### src/psch_pkg.sv
`timescale 1ns / 1ps
`default_nettype none
package psch_pkg;

  localparam int DEF_MAX_PROCS = 16;
  localparam int ID_W = 16;
  localparam int BURST_W = 16;
  localparam int PRIO_W = 8;
  localparam int TIME_W = 20;
  localparam int AVG_W = 28;
  localparam int FRAC_W = 8;

  // One stored job as it sits in the job memory.
  typedef struct packed {
    logic [ID_W-1:0]    id;
    logic [BURST_W-1:0] burst;
    logic [PRIO_W-1:0]  prio;
  } job_t;

  // Status of the shared divider as seen by the sequencer.
  typedef struct packed {
    logic busy;
    logic done;
  } div_stat_t;

endpackage
`default_nettype wire

### src/priority_schedule_timing.sv
`timescale 1ns / 1ps
`default_nettype none
// Loading: one request per cycle, busy stays low while jobs are collected.
// After the last request of a set, the block is busy with selection passes through
// the single key comparator and then two divisions in the bit-serial divider.
// Rows come out one per pass, and the receiver cannot stall.
// Reset (rst, synchronous, active high) empties the job set and idles the block.
module priority_schedule_timing import psch_pkg::*; #(
  parameter int MAX_PROCS = DEF_MAX_PROCS
) (
  input  wire logic               clk,
  input  wire logic               rst,
  input  wire logic               start,
  output logic                    busy,
  input  wire logic [ID_W-1:0]    job_id,
  input  wire logic [BURST_W-1:0] burst_length,
  input  wire logic [PRIO_W-1:0]  job_priority,
  input  wire logic               is_last,
  output logic                    result_valid,
  output logic [ID_W-1:0]         out_job_id,
  output logic [BURST_W-1:0]      out_burst,
  output logic [PRIO_W-1:0]       out_priority,
  output logic [TIME_W-1:0]       wait_time,
  output logic [TIME_W-1:0]       turnaround,
  output logic [AVG_W-1:0]        avg_wait_q8,
  output logic [AVG_W-1:0]        avg_turnaround_q8,
  output logic                    overflow,
  output logic                    row_last
);

  // Counter and index widths follow the capacity of the job memory.
  localparam int CNT_W  = $clog2(MAX_PROCS + 1);
  localparam int IDX_W  = (MAX_PROCS > 1) ? $clog2(MAX_PROCS) : 1;
  // A running wait is a sum of at most MAX_PROCS bursts; the totals add up
  // at most MAX_PROCS such sums.
  localparam int WAIT_W = BURST_W + CNT_W;
  localparam int TOT_W  = WAIT_W + CNT_W;
  localparam int DVD_W  = TOT_W + FRAC_W;
  // The sort key is the priority with the arrival index below it, so the
  // selection order is stable: equal priorities leave in arrival order.
  localparam int KEY_W  = PRIO_W + IDX_W;

  typedef enum logic [4:0] {
    ST_IDLE = 5'b00001,
    ST_SCAN = 5'b00010,
    ST_ROW  = 5'b00100,
    ST_DIVW = 5'b01000,
    ST_DIVT = 5'b10000
  } state_t;

  state_t            state;
  logic [CNT_W-1:0]  count;
  logic              dropped;
  logic [CNT_W-1:0]  issue_ptr;
  logic              cmp_vld;
  logic [IDX_W-1:0]  cmp_idx;
  logic              found;
  logic              have_last;
  logic [KEY_W-1:0]  last_key;
  logic [KEY_W-1:0]  best_key;
  job_t              best_job;
  logic [CNT_W-1:0]  rank;
  logic [WAIT_W-1:0] wait_acc;
  logic [TOT_W-1:0]  total_wait;
  logic [TOT_W-1:0]  total_turn;

  logic              accept;
  logic              wr_en;
  job_t              wr_data;
  logic              rd_en;
  logic [IDX_W-1:0]  rd_addr;
  job_t              rd_data;
  logic [CNT_W-1:0]  cnt_m1;
  logic [KEY_W-1:0]  cand_key;
  logic              take;
  logic              scan_end;
  logic              final_row;
  logic [WAIT_W-1:0] tat;
  logic [TOT_W-1:0]  tw_sum;
  logic [TOT_W-1:0]  tt_sum;
  logic [WAIT_W+TIME_W-1:0] wait_wide;
  logic [WAIT_W+TIME_W-1:0] tat_wide;
  logic              div_start;
  logic [DVD_W-1:0]  div_dividend;
  logic [DVD_W-1:0]  div_quot;
  logic [DVD_W+AVG_W-1:0] quot_wide;
  div_stat_t         div_stat;

  assign busy   = (state != ST_IDLE);
  assign accept = start && !busy;
  // A request that finds the memory full is not stored; it marks the set as overflowed.
  assign wr_en  = accept && (count < CNT_W'(MAX_PROCS));
  assign wr_data.id    = job_id;
  assign wr_data.burst = burst_length;
  assign wr_data.prio  = job_priority;

  // Each selection pass streams all stored jobs through one comparator and
  // keeps the smallest key that is larger than the key chosen last time.
  assign rd_en    = (state == ST_SCAN) && (issue_ptr < count);
  assign rd_addr  = issue_ptr[IDX_W-1:0];
  assign cnt_m1   = count - CNT_W'(1);
  assign cand_key = {rd_data.prio, cmp_idx};
  assign take     = cmp_vld && (!have_last || (cand_key > last_key)) &&
                    (!found || (cand_key < best_key));
  assign scan_end = cmp_vld && (cmp_idx == cnt_m1[IDX_W-1:0]);
  assign final_row = (rank == cnt_m1);

  // Running wait and turnaround of the job picked in this pass.
  assign tat    = wait_acc + {{CNT_W{1'b0}}, best_job.burst};
  assign tw_sum = total_wait + {{CNT_W{1'b0}}, wait_acc};
  assign tt_sum = total_turn + {{CNT_W{1'b0}}, tat};
  assign wait_wide = {{TIME_W{1'b0}}, wait_acc};
  assign tat_wide  = {{TIME_W{1'b0}}, tat};

  // The averages share one divider: the wait total is divided first, right
  // as the final pass ends, and the turnaround total as soon as it is free.
  assign div_start    = ((state == ST_ROW) && final_row) ||
                        ((state == ST_DIVW) && div_stat.done);
  assign div_dividend = (state == ST_ROW) ? {tw_sum, {FRAC_W{1'b0}}}
                                          : {total_turn, {FRAC_W{1'b0}}};
  assign quot_wide    = {{AVG_W{1'b0}}, div_quot};

  psch_store #(
    .DEPTH(MAX_PROCS)
  ) u_store (
    .clk    (clk),
    .wr_en  (wr_en),
    .wr_addr(count[IDX_W-1:0]),
    .wr_data(wr_data),
    .rd_en  (rd_en),
    .rd_addr(rd_addr),
    .rd_data(rd_data)
  );

  psch_div #(
    .DVD_W(DVD_W),
    .DVS_W(CNT_W)
  ) u_div (
    .clk     (clk),
    .rst     (rst),
    .start   (div_start),
    .dividend(div_dividend),
    .divisor (count),
    .quotient(div_quot),
    .stat    (div_stat)
  );

  // Sequencer and control state.
  always_ff @(posedge clk) begin
    if (rst) begin
      state        <= ST_IDLE;
      count        <= '0;
      dropped      <= 1'b0;
      issue_ptr    <= '0;
      cmp_vld      <= 1'b0;
      found        <= 1'b0;
      have_last    <= 1'b0;
      rank         <= '0;
      result_valid <= 1'b0;
    end else begin
      // Rows other than the final one leave right after their pass; the
      // final row waits for the second division.
      result_valid <= ((state == ST_ROW) && !final_row) ||
                      ((state == ST_DIVT) && div_stat.done);
      cmp_vld      <= rd_en;
      if (rd_en) begin
        issue_ptr <= issue_ptr + CNT_W'(1);
      end
      if (take) begin
        found <= 1'b1;
      end
      unique case (state)
        ST_IDLE: begin
          if (accept) begin
            if (wr_en) begin
              count <= count + CNT_W'(1);
            end else begin
              dropped <= 1'b1;
            end
            if (is_last) begin
              state     <= ST_SCAN;
              issue_ptr <= '0;
              found     <= 1'b0;
              have_last <= 1'b0;
              rank      <= '0;
            end
          end
        end
        ST_SCAN: begin
          if (scan_end) begin
            state <= ST_ROW;
          end
        end
        ST_ROW: begin
          issue_ptr    <= '0;
          found        <= 1'b0;
          have_last    <= 1'b1;
          rank         <= rank + CNT_W'(1);
          state        <= final_row ? ST_DIVW : ST_SCAN;
        end
        ST_DIVW: begin
          if (div_stat.done) begin
            state <= ST_DIVT;
          end
        end
        ST_DIVT: begin
          if (div_stat.done) begin
            count        <= '0;
            dropped      <= 1'b0;
            state        <= ST_IDLE;
          end
        end
        default: begin
          state <= ST_IDLE;
        end
      endcase
    end
  end

  // Datapath registers: selection results, sums and the result row.
  always_ff @(posedge clk) begin
    cmp_idx <= rd_addr;
    if (take) begin
      best_key <= cand_key;
      best_job <= rd_data;
    end
    if (accept && is_last) begin
      wait_acc   <= '0;
      total_wait <= '0;
      total_turn <= '0;
    end
    if (state == ST_ROW) begin
      last_key          <= best_key;
      wait_acc          <= tat;
      total_wait        <= tw_sum;
      total_turn        <= tt_sum;
      out_job_id        <= best_job.id;
      out_burst         <= best_job.burst;
      out_priority      <= best_job.prio;
      wait_time         <= wait_wide[TIME_W-1:0];
      turnaround        <= tat_wide[TIME_W-1:0];
      avg_wait_q8       <= '0;
      avg_turnaround_q8 <= '0;
      overflow          <= dropped;
      row_last          <= final_row;
    end
    if ((state == ST_DIVW) && div_stat.done) begin
      avg_wait_q8 <= quot_wide[AVG_W-1:0];
    end
    if ((state == ST_DIVT) && div_stat.done) begin
      avg_turnaround_q8 <= quot_wide[AVG_W-1:0];
    end
  end

  // The stored job count never passes the memory depth.
  a_count_range: assert property (@(posedge clk) disable iff (rst)
    count <= CNT_W'(MAX_PROCS))
    else $error("job count beyond capacity");

  // Rows only leave while a schedule is being worked on.
  a_row_in_run: assert property (@(posedge clk) disable iff (rst)
    result_valid |-> $past(busy))
    else $error("result row outside a schedule run");

  // The final row of a schedule hands the block back to loading.
  a_last_idle: assert property (@(posedge clk) disable iff (rst)
    (result_valid && row_last) |-> !busy)
    else $error("block still busy after final row");

  // Averages appear on the final row only.
  a_avg_zero: assert property (@(posedge clk) disable iff (rst)
    (result_valid && !row_last) |-> ((avg_wait_q8 == '0) && (avg_turnaround_q8 == '0)))
    else $error("average on a non-final row");

endmodule
`default_nettype wire

### src/psch_store.sv
`timescale 1ns / 1ps
`default_nettype none
module psch_store import psch_pkg::*; #(
  parameter int DEPTH = DEF_MAX_PROCS,
  localparam int IDX_W = (DEPTH > 1) ? $clog2(DEPTH) : 1
) (
  input  wire logic             clk,
  input  wire logic             wr_en,
  input  wire logic [IDX_W-1:0] wr_addr,
  input  wire job_t             wr_data,
  input  wire logic             rd_en,
  input  wire logic [IDX_W-1:0] rd_addr,
  output job_t                  rd_data
);

  job_t mem [DEPTH];

  // One write port, one read port with registered data.
  always_ff @(posedge clk) begin
    if (wr_en) begin
      mem[wr_addr] <= wr_data;
    end
    if (rd_en) begin
      rd_data <= mem[rd_addr];
    end
  end

endmodule
`default_nettype wire

### src/psch_div.sv
`timescale 1ns / 1ps
`default_nettype none
module psch_div import psch_pkg::*; #(
  parameter int DVD_W = 34,
  parameter int DVS_W = 5
) (
  input  wire logic             clk,
  input  wire logic             rst,
  input  wire logic             start,
  input  wire logic [DVD_W-1:0] dividend,
  input  wire logic [DVS_W-1:0] divisor,
  output logic      [DVD_W-1:0] quotient,
  output div_stat_t             stat
);

  localparam int STEP_W = $clog2(DVD_W + 1);

  logic [DVD_W-1:0]  quo;
  logic [DVS_W-1:0]  rem;
  logic [DVS_W-1:0]  dvs;
  logic [STEP_W-1:0] steps;
  logic              busy;
  logic              done;
  logic [DVS_W:0]    trial;
  logic [DVS_W:0]    diff;
  logic              fits;

  // Restoring division, one quotient bit per cycle, MSB first.
  assign trial = {rem, quo[DVD_W-1]};
  assign diff  = trial - {1'b0, dvs};
  assign fits  = (trial >= {1'b0, dvs});

  always_ff @(posedge clk) begin
    if (rst) begin
      busy <= 1'b0;
      done <= 1'b0;
    end else begin
      done <= busy && (steps == STEP_W'(1));
      if (start && !busy) begin
        busy <= 1'b1;
      end else if (busy && (steps == STEP_W'(1))) begin
        busy <= 1'b0;
      end
    end
  end

  always_ff @(posedge clk) begin
    if (start && !busy) begin
      quo   <= dividend;
      rem   <= '0;
      dvs   <= divisor;
      steps <= STEP_W'(DVD_W);
    end else if (busy) begin
      quo   <= {quo[DVD_W-2:0], fits};
      rem   <= fits ? diff[DVS_W-1:0] : trial[DVS_W-1:0];
      steps <= steps - STEP_W'(1);
    end
  end

  assign quotient  = quo;
  assign stat.busy = busy;
  assign stat.done = done;

endmodule
`default_nettype wire

### config.mk
export PLATFORM = sky130hd
export DESIGN_NAME = priority_schedule_timing
export DESIGN_NICKNAME = d
export VERILOG_FILES = /design/src/psch_pkg.sv /design/src/priority_schedule_timing.sv /design/src/psch_store.sv /design/src/psch_div.sv
export SDC_FILE = /design/constraint.sdc
export NUM_CORES = 1
export LEC_CHECK = 0
export BUFFER_PORTS_ARGS = -buffer_cell sky130_fd_sc_hd__buf_4
export CAP_MARGIN = 20
export CORE_UTILIZATION = 32
export DETAILED_ROUTE_END_ITERATION = 8
export PLACE_DENSITY_LB_ADDON = 0.05
export RECOVER_POWER = 100
export SYNTH_ARGS = -nofsm -noshare
export SYNTH_HDL_FRONTEND = slang
export SYNTH_SLANG_ARGS = --single-unit
### constraint.sdc
create_clock -name clk -period 7.15 [get_ports clk]
set_input_delay 1.43 -clock clk [delete_from_list [all_inputs] [get_ports clk]]
set_output_delay 1.43 -clock clk [all_outputs]
set_load 0.005 [all_outputs]
Word level (Yosys, flattened, before mapping)
Memories as Yosys holds them, arrays and structs flattened. A register that Yosys moved wholly into a read port is not among the register bits.
Cells that the tools add are included.
{"block": "word_totals", "ff_bits": 356, "latch_bits": 0, "ramBits": 640, "mem_bits_ro": 0, "memories": 1}
{"name": "u_store.mem", "depth": 16, "word_bits": 40, "read_ports": 1, "rd_clocked_by_memory_dff": 1, "wr": 1, "line_no": "psch_store.sv:16", "source": "job_t mem [DEPTH];"}
{"block": "op_classes", "addsub": 9, "multipliers": 0, "div": 0, "n_lt_le_gt_ge": 5, "n_eq_ne": 16, "n_shift": 0, "muxes": 45, "bitwise": 0, "reduce_logical": 33}
{"operator": "$mux W34", "n": 3}
{"operator": "$mux W28", "n": 3}
{"operator": "$mux W26", "n": 3}
{"operator": "$mux W5", "n": 14}
{"operator": "$add A26 B21 Y26", "n": 2}
{"operator": "$mux W21", "n": 2}
{"operator": "$pmux W5 S2", "n": 3}
{"operator": "$pmux W5 S5", "n": 1}
{"operator": "$add A21 B16 Y21", "n": 1}
{"operator": "$add A5 B1 Y5 const B", "n": 3}
{"operator": "$reduce_bool A2 Y1", "n": 7}
{"operator": "$logic_and A1 B1 Y1", "n": 13}
{"operator": "$gt A12 B12 Y1", "n": 1}
{"operator": "$lt A12 B12 Y1", "n": 1}
{"operator": "$mux W1", "n": 12}
{"operator": "$ne A2 B2 Y1 const B", "n": 4}
{"operator": "$reduce_and A4 Y1", "n": 2}
{"operator": "$eq A6 B1 Y1 const B", "n": 1}
{"operator": "$ge A6 B5 Y1", "n": 1}
{"operator": "$ne A2 B1 Y1 const B", "n": 3}
{"operator": "$pmux W1 S2", "n": 3}
{"operator": "$sub A6 B1 Y6 const B", "n": 1}
{"operator": "$eq A5 B1 Y1 const B", "n": 1}
{"operator": "$eq A5 B2 Y1 const B", "n": 1}
{"operator": "other kinds (15)", "n": 22}

Depth between registers and ports, before layout
Gate-level depths: netlist (run 1).
{"block": "logic_depth", "depth_word": 8, "ltp_mapped": 18, "ltp_nobuf": 17}

Hierarchy
Synthesis (run 1) repeated with hierarchy kept, for this count alone.
{"block": "unflattened", "hier_cells": 2440, "hier_area_um2": 42045.3}
{"mod": "psch_store", "n_inst": 1, "cells_per_inst": 1040, "area_each_um2": 25532.0, "seq_area_each_um2": 20419.6}
{"mod": "priority_schedule_timing", "n_inst": 1, "cells_per_inst": 1162, "area_each_um2": 14128.6, "seq_area_each_um2": 8358.0}
{"mod": "psch_div", "n_inst": 1, "cells_per_inst": 238, "area_each_um2": 2384.8, "seq_area_each_um2": 1431.4}

Worst setup path before layout (run 1)
OpenSTA, ideal clock, no wires.
{"block": "synth_timing", "path_kind": "flip-flop to flip-flop", "start": "register, netlist name u_store.rd_data[5]", "end": "register best_job[10] (netlist bit) (enable)", "arrival_ns": 4.616, "required_ns": 6.637, "path_slack_ns": 2.021, "path_stages_with_launch": 9, "n_path_buf": 0, "synth_period_minus_slack_ns": 5.129, "path_cell_list": "edfxtp_1 -> ha_1 -> nand4_1 -> nor2_1 -> o21ai_0 -> and4b_1 -> o21ai_0 -> and3_1 -> a21boi_0"}
{"block": "synth_between", "elab_chain_len": 4}
{"item": "$gt A12 B12 Y1", "line_no": "priority_schedule_timing.sv:103", "source": "assign take = cmp_vld && (!have_last || (cand_key > last_key)) &&"}
{"item": "$logic_or A1 B1 Y1", "line_no": "priority_schedule_timing.sv:103"}
{"item": "$logic_and A1 B1 Y1", "line_no": "priority_schedule_timing.sv:103"}
{"item": "$logic_and A1 B1 Y1 *", "line_no": "priority_schedule_timing.sv:103"}
{"item": "named net take", "line_no": "priority_schedule_timing.sv:75", "source": "logic take;"}
{"item": "to (signal assigned)", "line_no": "priority_schedule_timing.sv:225", "source": "best_job <= rd_data;"}
{"item": "to (decl)", "line_no": "priority_schedule_timing.sv:61", "source": "job_t best_job;"}
The timed path passes the listed nets; every way through them passes the cells marked *.
A chain may end at the register's enable or synchronous reset.

Worst setup path in the final report (run 1)
{"block": "layout_timing", "start": "register state[3]", "end": "memory u_store.mem[5][14] (netlist bit) (enable)"}
{"block": "layout_between", "elab_chain_len": 6}
{"item": "from (decl)", "line_no": "priority_schedule_timing.sv:51", "source": "state_t state;"}
{"item": "from (signal assigned)", "line_no": "priority_schedule_timing.sv:199", "source": "state <= final_row ? ST_DIVW : ST_SCAN;"}
{"item": "$ne A5 B1 Y1", "line_no": "priority_schedule_timing.sv:89", "source": "assign busy = (state != ST_IDLE);"}
{"item": "$logic_not A1 Y1", "line_no": "priority_schedule_timing.sv:90", "source": "assign accept = start && !busy;"}
{"item": "$logic_and A1 B1 Y1", "line_no": "priority_schedule_timing.sv:90"}
{"item": "$logic_and A1 B1 Y1", "line_no": "priority_schedule_timing.sv:92", "source": "assign wr_en = accept && (count < CNT_W'(MAX_PROCS));"}
{"item": "$mux W1", "line_no": "psch_store.sv:20", "source": "if (wr_en) begin"}
{"item": "$mux W1 (not written as such)", "line_no": "psch_store.sv:21", "source": "mem[wr_addr] <= wr_data;"}
{"item": "to (decl)", "line_no": "psch_store.sv:16"}
Every way passes these cells.

==> results of run 1 <==
cell usage in the layout (no fill, tap or decap), types with 38 or more instances in the layout:
cell       netlist  final
clkbuf_16        0    114
mux2_2          41     41
nand2_1        127    127
and3_1          38     38
clkbuf_4         0    107
a221oi_1        43     43
a21oi_1        148    148
a22oi_1         42     42
clkbuf_1        80    126
xor2_1          43     43
mux2i_1        127    127
ha_1            98     98
edfxtp_1       978    978
inv_1           66     65
mux4_2          80     80
dfxtp_1         42     42
a21o_1          50     50
o21ai_0        138    139
nor2_1         119    115
layer usage:
layer  track usage [%]  vias to the layer above  share of wire (%)
met5                 0                        -              0.048
met4              5.22                        8                2.9
met3              3.20                      186                4.2
met2              27.2                      475                 47
met1              22.6                    11800                 46
li1                  -                    10600                  -
power by group through the flow:
| stage | registers [mW] | clock network (mW) | logic [mW] |
|---|---|---|---|
| finish | 6.89 | 5.54 | 1.30 |
| global route | 6.90 | 5.94 | 1.45 |
| CTS | 6.87 | 5.73 | 1.35 |
| detailed placement | 6.99 | 0 | 1.34 |
| global placement | 6.99 | 0 | 1.33 |
| floorplan | 6.95 | 0 | 0.918 |
cell type report:
class / instances / area share (%)
Multi-Input combinational cell: 1402 / 22.8
Sequential cell: 1020 / 62.2
Clock buffer: 144 / 6.19
Antenna cell: 2 / 0.0103
Tap cell: 1742 / 4.49
Timing Repair Buffer: 225 / 2.70
Inverter: 66 / 0.520
Clock inverter: 62 / 1.07
flip-flops by register name (all words and copies together), names as in the netlist, 6 cells and up:
signal             flops
total_turn            26
wait_acc              21
total_wait            26
avg_turnaround_q8     28
turnaround            20
u_div.steps            6
u_store.rd_data       40
avg_wait_q8           28
out_job_id            16
u_store.mem          640
best_job              32
out_burst             16
best_key              12
u_div.quotient        34
wait_time             20
out_priority           8
critical path: cells and delay by family (launching register included):
kind,cells,cell delay [ns]
AND/OR/NAND/NOR,5,3.14
flip-flops,1,0.38
buffers and inverters,1,1.73
through the flow:
step / instance area [µm²] / std cells
after global placement: 45500 / 4451
after CTS: 49100 / 4661
after detailed placement: 45600 / 4455
final: 48600 / 4663
after global routing: 48600 / 4661
after floorplan: 42000 / 2610
worst min-delay path by stage:
| stage | from | endpoint | slack, ns | depth (start not counted) |
|---|---|---|---|---|
| 3_5_place_dp | u_store.rd_data[10]$_DFFE_PP_ | best_job[10]$_DFFE_PP_ | 0.40 | 0 |
| 3_3_place_gp | u_store.rd_data[8]$_DFFE_PP_ | best_job[8]$_DFFE_PP_ | 0.40 | 0 |
| 4_1_cts | best_job[37]$_DFFE_PP_ | out_job_id[13]$_DFFE_PP_ | 0.41 | 0 |
| 6_report | best_job[37]$_DFFE_PP_ | out_job_id[13]$_DFFE_PP_ | 0.42 | 0 |
| 2_1_floorplan | issue_ptr[0]$_SDFF_PP0_ | cmp_idx[0]$_DFF_P_ | 0.35 | 0 |
| 5_1_grt | best_job[37]$_DFFE_PP_ | out_job_id[13]$_DFFE_PP_ | 0.42 | 0 |
cell families (layout without fill, tap and decap cells):
family | count (synthesis) | after routing | synth area share (%)
mux | 248 | 248 | 8.41
flops | 1020 | 1020 | 71.9
other cells | 0 | 2 | 0
xor+xnor | 79 | 79 | 1.66
buf+inv | 188 | 497 | 1.86
fa+ha+maj | 102 | 102 | 3.11
compound gates | 512 | 512 | 7.76
simple gates | 461 | 461 | 5.34
==> impl_metrics.ini, run 1 <==
[yosys]
syn_nets = 2756
synth_seq_cells = 1020
synth_enable_flop_cells = 978
netlist.area_leader.share_pct = 69.9
ys_top_cells_by_count = edfxtp_1, a21oi_1, o21ai_0
synth_top_area_cell = edfxtp_1
synthArstFlopShare_pct = 0
synth_area_leaders = edfxtp_1, mux4_2, mux2i_1
syn_inst = 2610
yosysMostFrequentCell = edfxtp_1
ys_seq_area_share_pct = 71.9
synth.cell_area_um2 = 42000
syn_avg_cell_area_um2 = 16.1
synthDistinctLibCells = 71
yosys_warnings = 0
synth_flop_cell = edfxtp_1

[clocking]
numCtsBuffers = 113
cts_buffer_depth = 3
cts_tree = done
ctsResizeCount = 0
clock_sinks = 1020
h-tree-depth = 3
root_buffer = clkbuf_16
clkTransAtPathRegs_ns = 0.06
cts_hold_buf = 0
insertion_delay_ns = 0.74
post_cts_buffers = 0

[floorplan]
dieArea_um2 = 133000
floorplan.initialDensity_pct = 32.3
die_h_um = 364
die_x_um = 364
core_area_um2 = 130000
boundaryPins = 184
rows = 132

[grt]
grt_pass1_wl_um = 162000
antenna_found_initial = 12
grt_pass1_vias = 23600
grt_start_max_net_pins = 71
grt_util_all_layers_pct = 16.7
grt-ovfl-total = 0

[setup_path]
reg2reg_from = state[3]$_SDFFE_PP0P_
worstPathRequired_ns = 7.44
reg2reg_to = u_store.mem[5][14]$_DFFE_PP_
critPathArrivalTime_ns = 5.97
critical_path.startpoint = state[3]$_SDFFE_PP0P_
reg2reg_depth = 6
critical_path.endpoint = u_store.mem[5][14]$_DFFE_PP_
rrSetupSlack_ns = 1.46
critPathCaptureType = flop
path_class = flop to flop
crit_slowest_cell = nor2_1
crit_chain = nor3_1 > and2_0 > and3_1 > nand2_1 > nor2_1 > clkbuf_1
worstSetupStartpointType = flop
crit_fanout = 22
critical-path-max-stage-delay_ns = 1.94

[route]
firstDrtPassIters = 5
avgViaCountPerCell = 4.95
via_count = 23100
drt_first_iter_violations = 1328
drc = 0
drt_wl_total_um = 111000
wl_per_cell_um = 23.8
ant_nets = 0

[placement]
portBuffers = 183
pre_cts_ws_ns = 2.19
dp_hpwl_um = 65100
gp_congestion = 0.793

[timing]
worst_pin_slew_ns = 4.25
fin_ws_ns = 1.46
slew_viol_final = 1311
fin_crit_sh_pct = 79.5
setup_viol = 0
max_freq_ghz = 0.176
finalClockSkew_ns = 0.0613
rsz0062_at_grt = no
slew_headroom_pct = -183
whs_ns = 0.416
period_needed_ns = 5.69
tns_ns = 0
finalHoldViolCount = 0

[power]
power_frac_seq_pct = 50.1
power_density_nw_per_um2 = 283
power.internal_mw = 10.4
clkPwrFrac_pct = 40.4
switching_share_pct = 24.0
switchingPower_mw = 3.30
combPwrFrac_pct = 9.5
power_leakage_nw = 16.1
power_mw = 13.7
peakVddDrop_v = 0.000190

[final_layout]
fillers = 12300
drive_gt1_share_pct = 14.1
nets = 2974
multiInputGateArea_um2 = 11100
utilization_pct = 37.4
regArea_um2 = 30200
area_growth_pct = 15.5

[status]
status = finished with violations
violations = capacitance limit, slew limit

[run]
drv_cap = 41

[worst_hold_path]
hold_path.class = flop to flop
No activity file was read; power rests on OpenSTA's default activity.
==> inputs of run 2 (changes only) <==
==> constraint.sdc (replaced) <==
create_clock -name clk -period 5.6 [get_ports clk]
set_input_delay 1.12 -clock clk [delete_from_list [all_inputs] [get_ports clk]]
set_output_delay 1.12 -clock clk [all_outputs]
set_load 0.005 [all_outputs]
==> run 2 against run 1 <==
Non-clock buffer count grew 3. Critical path depth grew 10. Via count grew 0.85%. Final area grew 0.83%. Largest power group unchanged. Core utilization grew 0.31 points. The flow still finishes with violations (capacitance limit, slew limit). Hold slack lost 0.0013 ns. Combinational power grew 28%. Sequential power grew 27%.
==> impl_metrics.ini, run 2 (synthesis gave the netlist of run 1 again) <==
[grt]
grt-ovfl-total = 0
grt_util_all_layers_pct = 16.6
grt_pass1_wl_um = 162000
grt_start_max_net_pins = 106
antenna_found_initial = 10
grt_pass1_vias = 24000

[final_layout]
drive_gt1_share_pct = 15.0
area_growth_pct = 16.5
final_cell_mix = edfxtp_1, a21oi_1, o21ai_0
max_flop_register = u_store.mem
final_common_cell = edfxtp_1
nets = 2978
design_area_um2 = 49000
largest_register_ffs = 640

[placement]
placed_area_um2 = 45700
portBuffers = 183
gp_congestion = 0.813
pre_cts_ws_ns = 0.656
dp_hpwl_um = 65400

[worst_hold_path]
hold_path.class = flop to flop
min_path_cells = 0

[clocking]
root_buffer = clkbuf_16
cts_tree = done
ctsResizeCount = 0
post_cts_buffers = 0
clock_sinks = 1020
cts_buffer_depth = 3
numCtsBuffers = 114
h-tree-depth = 3
clkTransAtPathRegs_ns = 0.06
insertion_delay_ns = 0.73
cts_hold_buf = 0

[setup_path]
critPathCaptureType = flop
worstPathRequired_ns = 5.94
critPathArrivalTime_ns = 5.42
crit_fanout = 6
crit_buf_inv = 0
path_delay_family = compound AO/OA/AOI/OAI gates
reg2reg_depth = 16
cpMostUsedCell = a21o_1
path_class = flop to flop
cp.depth = 16
crit_chain = ha_1 > a211o_1 > a211oi_1 > o32a_1 > o21ai_1 > a221oi_1 > nand2b_1 > xnor2_1 > ha_1 > a21o_1 > a21o_1 > a21o_1 > a21oi_1 > o21ai_0 > a31oi_1 > nor3b_1
crit_slowest_cell = a211oi_1
worstSetupStartpointType = flop
critical-path-max-stage-delay_ns = 0.57

[timing]
tns_ns = 0
period_needed_ns = 5.08
setup_viol = 0
fin_ws_ns = 0.520
slew_headroom_pct = -117
fin_crit_sh_pct = 90.7
finalHoldViolCount = 0
rsz0062_at_grt = no
finalClockSkew_ns = 0.0383
max_freq_ghz = 0.197
slew_viol_final = 854
whs_ns = 0.414
worst_pin_slew_ns = 3.26

[floorplan]
boundaryPins = 184
dieArea_um2 = 133000
core_area_um2 = 130000
die_x_um = 364
floorplan.initialDensity_pct = 32.3
die_h_um = 364
rows = 132

[route]
drt_first_iter_violations = 1474
firstDrtPassIters = 6
drt_wl_total_um = 111000
via_count = 23300
wl_per_cell_um = 23.8
drc = 0
avgViaCountPerCell = 4.98
ant_nets = 0

[power]
peakVddDrop_v = 0.000280
power_density_nw_per_um2 = 370
power_leakage_nw = 16.3
power_mw = 18.1

[run]
drv_cap = 24

[status]
violations = capacitance limit, slew limit
status = finished with violations
-- run 2: where the power goes --
part / switching [mW] / total (mW) / internal [mW]
logic: 1.06 / 1.67 / 0.606
clock network: 3.13 / 7.70 / 4.57
registers: 0.117 / 8.77 / 8.65
total: 4.31 / 18.1 / 13.8
-- run 2: final cells by class --
type | count | area (µm²)
multi-input cells | 1402 | 11100
diodes | 1 | 2.50
well taps | 1742 | 2180
fillers | 12200 | 81000
inverters | 66 | 253
clock inverters | 82 | 890
flip-flops and latches | 1020 | 30200
clock buffers | 134 | 3000
repair buffers | 228 | 1350
-- run 2: layer usage --
layer	global-route usage (%)	part of all wire (%)	vias up
met3	3.14	4.0	185
li1	-	-	10700
met5	0	0.070	-
met4	4.79	2.7	12
met1	21.8	45	12000
met2	28.0	48	472
-- run 2: worst register-to-register path: stages, from the launching register on --
cell      delay [ns]
edfxtp_1        0.47
ha_1            0.33
a211o_1         0.29
a211oi_1        0.57
o32a_1          0.36
o21ai_1         0.15
a221oi_1        0.56
nand2b_1        0.20
xnor2_1         0.20
ha_1            0.38
a21o_1          0.21
a21o_1          0.18
a21o_1          0.17
a21oi_1         0.12
o21ai_0         0.22
a31oi_1         0.24
nor3b_1         0.07
-- run 2: metrics by stage --
| step | util, % | instances |
|---|---|---|
| floorplan | - | 2610 |
| global placement | 35.1 | 4456 |
| global route | 37.7 | 4674 |
| CTS | 38.1 | 4672 |
| detailed placement | 35.1 | 4456 |
| finish | 37.7 | 4675 |
-- run 2: final timing paths --
| path | startpoint | to | slack (ns) |
|---|---|---|---|
| worst max-delay path | wait_acc[1]$_SDFFCE_PN0P_ | total_turn[23]$_SDFFCE_PN0P_ | 0.52 |
| worst max register to register | wait_acc[1]$_SDFFCE_PN0P_ | total_turn[23]$_SDFFCE_PN0P_ | 0.52 |
| worst min register to register | best_job[36]$_DFFE_PP_ | out_job_id[12]$_DFFE_PP_ | 0.41 |
| worst min-delay path | best_job[36]$_DFFE_PP_ | out_job_id[12]$_DFFE_PP_ | 0.41 |
==> inputs of run 3 (changes only) <==
--- a/config.mk
+++ b/config.mk
@@ -7,10 +7,11 @@
 export LEC_CHECK = 0
 export BUFFER_PORTS_ARGS = -buffer_cell sky130_fd_sc_hd__buf_4
 export CAP_MARGIN = 20
-export CORE_UTILIZATION = 32
+export CORE_UTILIZATION = 35
 export DETAILED_ROUTE_END_ITERATION = 8
 export PLACE_DENSITY_LB_ADDON = 0.05
 export RECOVER_POWER = 100
 export SYNTH_ARGS = -nofsm -noshare
 export SYNTH_HDL_FRONTEND = slang
+export SYNTH_HIERARCHICAL = 1
 export SYNTH_SLANG_ARGS = --single-unit
==> run 3 against run 2 <==
The flow still finishes with violations (capacitance limit, slew limit). Sequential power down 1%. Clock skew down 0.011 ns. Final area decreased by 1.1%. Setup slack improved by 0.11 ns. Power shrank 5.7%. Clock-buffer cell count decreased by 4. Largest cell class unchanged. Highest routed layer unchanged.
==> impl_metrics.ini, run 3 <==
[placement]
gp_congestion = 0.802
portBuffers = 183
dp_hpwl_um = 62100
dp.cells = 4166

[timing]
worst_pin_slew_ns = 3.20
period_needed_ns = 4.97
finalHoldViolCount = 0
rsz0062_at_grt = no
slew_headroom_pct = -113
finalClockSkew_ns = 0.0271
slew_viol_final = 929
whs_ns = 0.411
fin_crit_sh_pct = 88.8
setup_viol = 0
tns_ns = 0
max_freq_ghz = 0.201

[clocking]
ctsResizeCount = 0
cts_hold_buf = 0
numCtsBuffers = 111
clkTransAtPathRegs_ns = 0.06
cts_tree = done
cts_buffer_depth = 3
insertion_delay_ns = 0.71
h-tree-depth = 3
post_cts_buffers = 0
clock_sinks = 1020
root_buffer = clkbuf_16

[power]
power_density_nw_per_um2 = 353
peakVddDrop_v = 0.000237
power_leakage_nw = 16.3

[final_layout]
final_common_cell = edfxtp_1
drive_gt1_share_pct = 15.7
diodes = 0
final_cell_mix = edfxtp_1, nand2_1, clkbuf_16
max_flop_register = u_store/mem
largest_register_ffs = 640
instances_no_fill = 4367
nets = 2824
area_growth_pct = 15.2
fillers = 10900

[grt]
antenna_found_initial = 13
grt_pass1_wl_um = 157000
grt_util_all_layers_pct = 17.5
grt-ovfl-total = 0
grt_pass1_vias = 23300
grt_start_max_net_pins = 72

[setup_path]
critPathCaptureType = flop
worstPathRequired_ns = 5.92
crit_fanout = 18
reg2reg_from = state[3]$_SDFFE_PP0P_
rrSetupSlack_ns = 0.63
critical_path.startpoint = state[3]$_SDFFE_PP0P_
critical_path.endpoint = u_store/mem[13][26]$_DFFE_PP_
reg2reg_depth = 7
critPathArrivalTime_ns = 5.29
reg2reg_to = u_store/mem[13][26]$_DFFE_PP_
worstSetupStartpointType = flop
path_class = flop to flop

[yosys]
syn_avg_cell_area_um2 = 17.2
synth.cell_area_um2 = 42000
syn_inst = 2439
yosys_warnings = 6

[route]
ant_nets = 0
via_count = 22500
firstDrtPassIters = 5
drt_first_iter_violations = 1478
drc = 0
wl_per_cell_um = 24.3
avgViaCountPerCell = 5.16
drt_wl_total_um = 106000

[run]
drv_cap = 29

[floorplan]
dieArea_um2 = 121000
core_area_um2 = 119000
boundaryPins = 184
die_x_um = 349
rows = 126
floorplan.initialDensity_pct = 35.5
die_h_um = 349

[worst_hold_path]
hold_path.class = flop to flop
min_path_cells = 0

[status]
status = finished with violations
violations = capacitance limit, slew limit
[run 3: cell count changes in the layout (fill, tap and decap cells not counted), moves of 42 or more]
cell / before / now
a21oi_1: 148 / 92
a221oi_1: 43 / 1
mux2i_1: 127 / 4
mux4_1: 0 / 60
nand2_1: 127 / 215
o21ai_0: 138 / 49
[run 3: layer usage]
layer | global-route usage, % | share of wire, % | routed length (µm) | vias to the layer above
met4 | 4.81 | 2.4 | 2540 | 14
met2 | 29.1 | 49 | 51500 | 504
met5 | 0 | 0.078 | 83 | -
met1 | 23.7 | 45 | 47600 | 11700
li1 | - | - | - | 10100
met3 | 3.00 | 4.1 | 4390 | 175
[run 3: through the flow]
stage | instance area (µm²) | util, % | total power [mW] | worst slack, ns
2_1_floorplan | 42100 | - | 9.68 | 0.131
3_3_place_gp | 45400 | 38.3 | 10.1 | 0.958
3_5_place_dp | 45400 | 38.3 | 10.1 | 0.964
4_1_cts | 49000 | 41.3 | 17.4 | 0.948
5_1_grt | 48400 | 40.9 | 17.8 | 0.300
6_report | 48400 | 40.9 | 17.1 | 0.627
[run 3: layout make-up]
class / count / area (µm²) / area share, %
clock inverter: 70 / 699 / 1.44
clock buffer: 130 / 2870 / 5.93
sequential: 1020 / 30200 / 62.4
timing repair buffer: 225 / 1400 / 2.90
inverter: 60 / 225 / 0.465
multi-input combinational: 1262 / 11000 / 22.8
tap: 1600 / 2000 / 4.13
[run 3: power by group]
group	internal (mW)	switching, mW
Sequential	8.57	0.0984
Combinational	0.466	0.801
Clock	4.16	3.02
[run 3: worst min path at each step]
stage                                   from                       to
2_1_floorplan        issue_ptr[1]$_SDFF_PP0_       cmp_idx[1]$_DFF_P_
3_3_place_gp   u_store/rd_data[14]$_DFFE_PP_   best_job[14]$_DFFE_PP_
3_5_place_dp          best_job[28]$_DFFE_PP_  out_job_id[4]$_DFFE_PP_
4_1_cts               best_job[28]$_DFFE_PP_  out_job_id[4]$_DFFE_PP_
5_1_grt               best_job[28]$_DFFE_PP_  out_job_id[4]$_DFFE_PP_
6_report              best_job[28]$_DFFE_PP_  out_job_id[4]$_DFFE_PP_
[run 3: critical path, stage by stage, from the launching register on]
cell and delay [ns]:
dfxtp_1 0.36, nor2_1 0.26, and3_1 0.30, nand2_1 0.11, nor2_1 0.35, nand3_1 0.25
nor2_1 2.13, clkbuf_1 0.82
